<file path="src/hw/rtl/lmfc_pkg.sv">
// ----------------------------------------------------------------------------
// LCS motif frequency counter package
// Shared constants, codes and types for the motif counter modules.
// ----------------------------------------------------------------------------
package lmfc_pkg;

  localparam int MAX_MOTIFS = 64;
  localparam int MAX_WINDOW = 16;
  localparam int COUNT_BITS = 16;

  localparam int IDX_W  = $clog2(MAX_MOTIFS);
  localparam int TOT_W  = IDX_W + 1;
  localparam int POS_W  = $clog2(MAX_WINDOW);
  localparam int LEN_W  = POS_W + 1;
  localparam int ADDR_W = IDX_W + POS_W;
  localparam int BASE_W = 8;
  localparam int CUT_W  = 16;
  localparam int CFG_W  = 16;

  // Operation codes of an input transaction.
  typedef enum logic [1:0] {
    OP_LOAD = 2'd0,
    OP_SEQ  = 2'd1,
    OP_READ = 2'd2,
    OP_NONE = 2'd3
  } op_t;

  // Result kinds of an output transaction.
  typedef enum logic [1:0] {
    KIND_MATCH = 2'd0,
    KIND_ADDED = 2'd1,
    KIND_DROP  = 2'd2,
    KIND_READ  = 2'd3
  } kind_t;

  // Configuration register indexes.
  typedef enum logic {
    CFG_WINDOW_LEN = 1'b0,
    CFG_CUT_OFF    = 1'b1
  } cfg_idx_t;

  // One queued input item.
  typedef struct packed {
    op_t               op;
    logic [BASE_W-1:0] base;
    logic [IDX_W-1:0]  slot;
    logic              last;
  } item_t;

  typedef logic [MAX_WINDOW-1:0][BASE_W-1:0] win_t;
  typedef logic [MAX_WINDOW-1:0][LEN_W-1:0]  row_t;

endpackage

</file>
<file path="src/hw/rtl/lmfc_front.sv">
// ----------------------------------------------------------------------------
// LCS motif counter front end
// Accepts input transactions, decodes them into items and queues them.
// ----------------------------------------------------------------------------
module lmfc_front (
  input  logic                      clk,
  input  logic                      rst,
  input  logic                      s_tvalid,
  output logic                      s_tready,
  input  logic [15:0]               s_tdata,   // base[7:0], slot[13:8], zero[15:14]
  input  logic [1:0]                s_tuser,   // operation[1:0]
  input  logic                      s_tlast,
  output logic                      q_valid,
  output lmfc_pkg::item_t           q_item,
  input  logic                      q_pop
);

  lmfc_pkg::item_t entry [2];
  logic       wr_ptr;
  logic       rd_ptr;
  logic [1:0] fill;
  logic       push;
  lmfc_pkg::item_t in_item;

  // Decode the incoming transaction into an item.
  always_comb begin
    in_item.op   = lmfc_pkg::op_t'(s_tuser);
    in_item.base = s_tdata[7:0];
    in_item.slot = s_tdata[13:8];
    in_item.last = s_tlast;
  end

  assign s_tready = (fill != 2'd2);
  assign push     = s_tvalid && s_tready;
  assign q_valid  = (fill != 2'd0);
  assign q_item   = entry[rd_ptr];

  // Two-entry queue storage.
  always_ff @(posedge clk) begin
    if (push) begin
      entry[wr_ptr] <= in_item;
    end
  end

  // Queue pointers and occupancy.
  always_ff @(posedge clk) begin
    if (rst) begin
      wr_ptr <= 1'b0;
      rd_ptr <= 1'b0;
      fill   <= 2'd0;
    end else begin
      if (push) begin
        wr_ptr <= ~wr_ptr;
      end
      if (q_pop) begin
        rd_ptr <= ~rd_ptr;
      end
      case ({push, q_pop})
        2'b10:   fill <= fill + 2'd1;
        2'b01:   fill <= fill - 2'd1;
        default: fill <= fill;
      endcase
    end
  end

endmodule

</file>
<file path="config.mk">
export PLATFORM = sky130hd
export DESIGN_NAME = lmfc_front
export DESIGN_NICKNAME = d
export VERILOG_FILES = /design/src/hw/rtl/lmfc_pkg.sv /design/src/hw/rtl/lmfc_front.sv
export SDC_FILE = /design/constraint.sdc
export NUM_CORES = 1
export LEC_CHECK = 0
export BUFFER_PORTS_ARGS = -buffer_cell sky130_fd_sc_hd__buf_4
export CORE_MARGIN = 4
export CORE_UTILIZATION = 50
export DETAILED_ROUTE_END_ITERATION = 10
export GPL_TIMING_DRIVEN = 0
export PLACE_DENSITY = 0.79
export SKIP_LAST_GASP = 1
export SYNTH_ARGS = -nofsm -noshare
export SYNTH_HDL_FRONTEND = slang
export SYNTH_SLANG_ARGS = --single-unit
</file>
<file path="constraint.sdc">
create_clock -name clk -period 2.7 [get_ports clk]
set_clock_uncertainty 0.2 [all_clocks]
set_input_delay 0 -clock clk [delete_from_list [all_inputs] [get_ports clk]]
set_output_delay 0 -clock clk [all_outputs]
set_load 0.01 [all_outputs]
</file>
==> results.md, run 1 <==
* Status: finished clean
* CTS H-tree lvls at 2
* Kind of critical path: reg -> reg
* Worst Path Required at 2.46 ns
* Top-area cell type share of the netlist area at around 71%
* VDD IR max at roughly 0.00063 V
* Core Area at between 2000 and 3000 sq um
* Pin count of the biggest net entering global routing at 18
* Clock slew at reported path FFs at 0.10 ns
* Final period util at a little over two thirds
* Initial drt markers at 31
* Crit-path max cell delay at a little over 0.7 ns
* Setup TNS at 0 ns
* Hold Fails Final Rpt at 0
* Fmax achieved at 0.529 GHz
* Clock buffer count from CTS at 5
* Min cycle time layout at 1.89 ns
* WL per Instance at between 10 and 15 microns
* Slew margin rel. at between 40% and 50%
* Initial antenna violation count at 0
* CP Capture Type: flop
* Port Buf Inserts at 39
* RSZ-0062 raised after global routing: no
* Mapped Area at about 1400 sq um
* Via density at 4.97
* Cells after Synth at 76
* Clock Sinks at 39
* Syn Area/Cell at 18.9 sq um
* First-pass GRT wire length at around 3800 microns
* Layout overhead on the synthesized area at 44.0%
* Register area share after synthesis at ~80%
* GP Congestion at 0.646
* Clk_lat worst skew at ~0.32 ns
* Post-Syn Nets at 100
* Final wirelength at around 2500 microns
* Netlist cell types at 18
* Final design utilization at 75.1%
* First drt pass iteration count at 4
* Pwr Total at between 1 and 1.5 mW
* Clk Tree Root Cell: clkbuf_4
* N_diodes at 0
* Top post-synthesis cells by area: edfxtp_1 (71%), mux2_2 (13%), dfxtp_1 (7.0%)
* PwrDens at 707 nW/um^2
* Ratio of cells with drive above 1 in the final layout at a little under half
* Vias in the first global route at around 910
* Area leader, netlist: edfxtp_1
* # nets final at ~170
* DRC violations left at 0
* Fin. max-slew vios at 0
* Initial core utilization at a little over half
* Core Rows at 19
* Die height at 61.6 microns
* Horiz. Die Dim at slightly above 60 microns
* GRT overflow at 0
* Hold crit path type: in -> reg
* Routed vias at 864
* Worst slack at placement at 0.811 ns
* Final setup margin at roughly 0.81 ns
* Full die area at ~3800 sq um
* Antenna-violating nets left at 0
* Warnings from Yosys at 0
* CP max FO at 17
* CTS max path bufs at 2
* Slowest CP cell: and3_1
* CP cell instances: nand2b_1, and3_1
* CTS tree: yes
* Filler Cells Inserted at 165
* WHS at between 0.015 and 0.02 ns
* Maxcap violations at 0
* Crit path launch type: flop
* Final setup fails at 0
* Leakage power at 0.812 nW
* Measured slew at the worst slew-check pin at about 0.8 ns
* Synth Register Bits at 39
* WP data arrival at approximately 1.7 ns
* GRT Total Usage at 14.6%
* Num ports at 42
-- flip-flops by register name, indices dropped and copies added (netlist names), named ones only --
signal	flops
fill	2
wr_ptr	1
entry	34
rd_ptr	1
-- kinds of logic after synthesis --
family	share of synthesized area (%)
flops	78.0
mux	13.3
simple gates	3.31
compound gates	1.74
xor+xnor	1.83
buf+inv	0.957
fa+ha+maj	0.870
-- layout by cell type (no fill, tap or decap), drive strengths merged --
cell type     n
nand2b        1
nand3b        1
and3          1
clkbuf        6
or3           1
mux2         17
edfxtp       34
dlygate4sd3  20
dfxtp         5
buf          41
nor2          3
a21bo         1
xor2          1
nand2         1
or2           1
o21ai         1
inv           1
a21oi         2
ha            1
bufinv        2
xnor2         2
-- where the power goes --
group          internal (mW)  switching, mW  total [mW]
sequential             0.721         0.0175       0.738
clock                  0.289          0.172       0.461
combinational          0.147          0.118       0.265
-- through the flow --
stage	area, sq um	cells
2_1_floorplan	1440	76
3_3_place_gp	1770	146
3_5_place_dp	1770	146
4_1_cts	2070	174
5_1_grt	2070	174
6_report	2070	174
-- critical path: cells and delay by family, from the launching register on --
family | cells | cell delay [ns]
AND/OR/NAND/NOR | 2 | 0.93
flip-flops | 1 | 0.40
-- area by class of cell --
class                      instances  area (sq um)  share of cell area [%]
buffer                             2          10.0                   0.483
clock buffer                       6          41.3                    1.99
clock inverter                     2          60.1                    2.90
inverter                           1          3.75                   0.181
multi-input combinational         34           303                    14.6
sequential                        39          1120                    54.1
tap                               31          38.8                    1.87
timing repair buffer              59           493                    23.8
-- what timing repair did --
item | 4_1_cts | 5_1_grt
hold endpoints to repair | 39 | 0
resized for setup | 0 | 0
hold buffers | 20 | 0
buffers inserted | 0 | 0
-- final timing paths --
kind | to | startpoint | slack [ns] | cells past startpoint
max | entry[1][2] | fill[0] | 0.81 | 2
min | fill[0] | s_tvalid | 0.02 | 5
max reg2reg | entry[1][2] | fill[0] | 0.81 | 2
min reg2reg | fill[1] | fill[1] | 0.32 | 2
-- per-layer routing --
layer | vias to the layer above | GRT usage [%] | wire [microns]
li1 | 417 | - | -
met1 | 407 | 14.3 | 953
met2 | 31 | 26.8 | 1370
met3 | 9 | 4.82 | 143
met4 | 0 | 8.18 | 71
met5 | - | 0 | 0
-- cells in the mapped netlist --
cell type,instances
nand2_1,1
xor2_1,1
or2_2,1
inv_1,1
xnor2_1,2
nand3b_1,1
a21bo_2,1
edfxtp_1,34
ha_1,1
nor2_1,3
dfxtp_1,5
nand2b_1,1
mux2_2,17
buf_2,2
o21ai_0,1
and3_1,1
a21oi_1,2
or3_1,1
Power figures use the tool's default switching activity.
==> run 2, diff against run 1 <==
Settings changed: ABC_AREA set to 1, CORE_UTILIZATION 50 to 45, PLACE_DENSITY 0.79 to 0.74.
Clock period 2.7 ns to 1.7 ns, I/O delays scaled along.
==> results.md, run 2 <==
* Status: finished clean
* Measured slew at the worst slew-check pin at 0.185 ns (-0.613 ns)
* Fin cells at 202 (+16%)
* Routed vias at 931 (+7.8%)
* Pin count of the biggest net entering global routing at 18 (unchanged)
* Commonest non-fill, non-tap cell in the layout: buf_4
* Initial drt markers at 16 (-48%)
* WP data arrival at 1.43 ns (-0.22 ns)
* Clock buffer count from CTS at 5 (unchanged)
* Filler Cells Inserted at 213 (+29%)
* Register area share after synthesis at 74.1% (-3.9 points)
* GRT overflow at 0 (unchanged)
* Synth Register Bits at 39 (unchanged)
* Core Rows at 20 (+1)
* DRC violations left at 0 (unchanged)
* GRT Total Usage at 14.4% (-0.25 points)
* Horiz. Die Dim at 66.0 microns (+7.1%)
* Hold Fails Final Rpt at 0 (unchanged)
* Slew margin rel. at 87.6% (+41 points)
* VDD IR max at 0.000629 V (-0.34%)
* N_diodes at 0 (unchanged)
* PwrDens at 925 nW/um^2 (+31%)
* Num ports at 42 (unchanged)
* Largest family of logic cells by synthesized area: multiplexers
* Net switching power at 0.506 mW (+65%)
* Clock power share at 21.3% (-10 points)
* Fmax achieved at roughly 0.61 GHz
* CP Capture Type: primary output
* Worst Path Required at 1.50 ns (-0.96 ns)
* Area leader, netlist: edfxtp_1
* CTS tree: yes
* Portion of netlist area occupied by mux cells at 15.1% (+1.8 points)
* Layout overhead on the synthesized area at 47.1%
* Combinational power share at 22.6% (+4.5 points)
* Syn Area/Cell at 17.6 sq um (-7.0%)
* Die height at 66.0 microns (+7.1%)
* Ratio of cells with drive above 1 in the final layout at 49.4% (+2.5 points)
* GP Congestion at 0.636 (-1.5%)
* Initial antenna violation count at 0 (unchanged)
* Clk_lat worst skew at 0.34 ns (+0.02 ns)
* Initial core utilization at 48.4% (-3.8 points)
* Power share of the sequential group at 56.2% (+5.8 points)
* Detailed placement HPWL at about 1800 microns
* Largest Register: entry
* Post-Syn Nets at 110 (+10%)
* CTS max path bufs at 2 (unchanged)
* Top flop regs: entry x34, fill x2
* Mapped Area at 1510 sq um (+5.2%)
* Clk Tree Root Cell: clkbuf_4
* Top post-synthesis cells by area: edfxtp_1 (67%), mux2_4 (9.9%), dfxtp_1 (6.6%)
* Xor/xnor share of the synthesized area at 0.579% (-1.2 points)
* CTS H-tree lvls at 2 (unchanged)
* Most common cell in the netlist: edfxtp_1
* CP cell instances: buf_6, clkbuf_16, mux2_4, buf_4
* Met3 wire length at 179 microns (+25%)
* Area of the multi-input gates at 372 sq um (+23%)
* # nets final at 181 (+9.0%)
* Final wirelength at 2890 microns (+14%)
* EDFF count, synth at 34 (unchanged)
* Vias in the first global route at 975 (+7.4%)
* Clock slew at reported path FFs at 0.11 ns (about the same)
* Via density at 4.61 (-7.2%)
* Final setup fails at 0 (unchanged)
* First drt pass iteration count at 4 (unchanged)
* Adder-cell share of the synthesized area at 0.827% (-0.043 points)
* CP max FO at 5 (-12)
* Fin. max-slew vios at 0 (unchanged)
* Metal2 WL at 1530 microns (+12%)
* Clock Sinks at 39 (unchanged)
* Top-area cell type share of the netlist area at 67.5% (-3.5 points)
* Sequential cell area at 1120 sq um (+0.22%)
* Full die area at 4350 sq um (+15%)
* Antenna-violating nets left at 0 (unchanged)
* Warnings from Yosys at 0 (unchanged)
* RSZ-0062 raised after global routing: yes
* Setup TNS at 0 ns (unchanged)
* Maxcap violations at 0 (unchanged)
* First-pass GRT wire length at 4490 microns (+18%)
* Wire length on met1 at 1130 microns (+18%)
* Async set-or-reset flop fraction in the synthesized netlist at 0% (unchanged)
* Commonest cells in the synthesized netlist: edfxtp_1 (34), mux2_4 (10), nor2_1 (9)
* Max FFs per register at 34 (unchanged)
* Complex-gate fraction of the synthesized area at 1.32% (-0.42 points)
* Hold crit path type: in -> reg
* Crit path launch type: flop
* Port Buf Inserts at 39 (unchanged)
* Min cycle time layout at between 1.5 and 2 ns
* Ys flop type: edfxtp_1
* Most frequent cells in the layout: buf_4 (39), edfxtp_1 (34), dlygate4sd3_1 (21)
* Cell Int Power at 1.55 mW (+34%)
* Placed Instances at 169 (+16%)
* Switch share at 24.6% (+3.6 points)
* Top layer in use: met4
* Netlist cell types at 16 (-2)
* Core Area at 3130 sq um (+13%)
* Final period util at around 96%
* Simple-gate share of the synthesized area at 4.71% (+1.4 points)
* WHS at 0.174 ns (+0.156 ns)
* Cells after Synth at 86 (+13%)
* Crit-path max cell delay at 0.36 ns (-0.35 ns)
* Slowest CP cell: dfxtp_2
* Kind of critical path: reg -> out
* WL per Instance at 14.3 microns (-1.8%)
* Leakage power at 0.895 nW (+10%)
==> run 2: repair_timing <==
item | 4_1_cts | 5_1_grt
resized for setup | 2 | 4
hold endpoints to repair | 39 | 0
buffers inserted | 2 | 0
setup endpoints to repair | 34 | 12
pin swaps | 2 | 0
hold buffers | 21 | 0
gates cloned | 0 | 2
==> run 2: cell families after synthesis <==
family / after synthesis
fa+ha+maj: 1
xor+xnor: 1
mux: 17
buf+inv: 7
compound gates: 4
flops: 39
simple gates: 17
==> run 2: area by class of cell <==
cell class | instances | area share (%)
sequential | 39 | 50.5
buffer | 2 | 1.41
multi-input combinational | 40 | 16.7
clock inverter | 3 | 0.675
timing repair buffer | 64 | 25.7
clock buffer | 5 | 1.69
tap | 44 | 2.47
inverter | 5 | 0.843
==> run 2: critical path, delay by kind of cell, from the launching register on <==
kind     cells  cell delay [ns]
mux          1             0.29
buf+inv      3             0.43
flops        1             0.36
==> run 2: stage by stage <==
step | area [sq um] | total power, mW | utilization, % | worst slack, ns
6_report | 2230 | 2.06 | 71.2 | 0.0738
5_1_grt | 2230 | 2.16 | 71.2 | -0.00981
4_1_cts | 2180 | 2.05 | 69.6 | 0.00284
3_5_place_dp | 1870 | 1.55 | 59.6 | -0.291
3_3_place_gp | 1870 | 1.54 | 59.6 | -0.245
2_1_floorplan | 1520 | 1.38 | - | -0.0107
==> run 2: power by group through the flow <==
| stage | Clock, mW | Combinational, mW | Sequential [mW] |
|---|---|---|---|
| 2_1_floorplan | 0 | 0.214 | 1.17 |
| 3_3_place_gp | 0 | 0.367 | 1.17 |
| 3_5_place_dp | 0 | 0.377 | 1.18 |
| 4_1_cts | 0.456 | 0.445 | 1.15 |
| 5_1_grt | 0.497 | 0.502 | 1.16 |
| 6_report | 0.439 | 0.465 | 1.16 |
==> run 2: path summary, 6_finish.rpt <==
check,startpoint,to,slack [ns],depth (start not counted)
min reg2reg,rd_ptr,flop,0.33,2
min,rst,flop,0.17,3
max reg2reg,fill[0],fill[1],0.11,9
max,flop,q_item[15],0.07,4
==> run 2: metal layers <==
metal | track usage [%] | vias to the layer above
met5 | 0 | -
met4 | 6.85 | 0
met3 | 5.44 | 7
met2 | 25.0 | 34
met1 | 15.3 | 435
li1 | - | 455
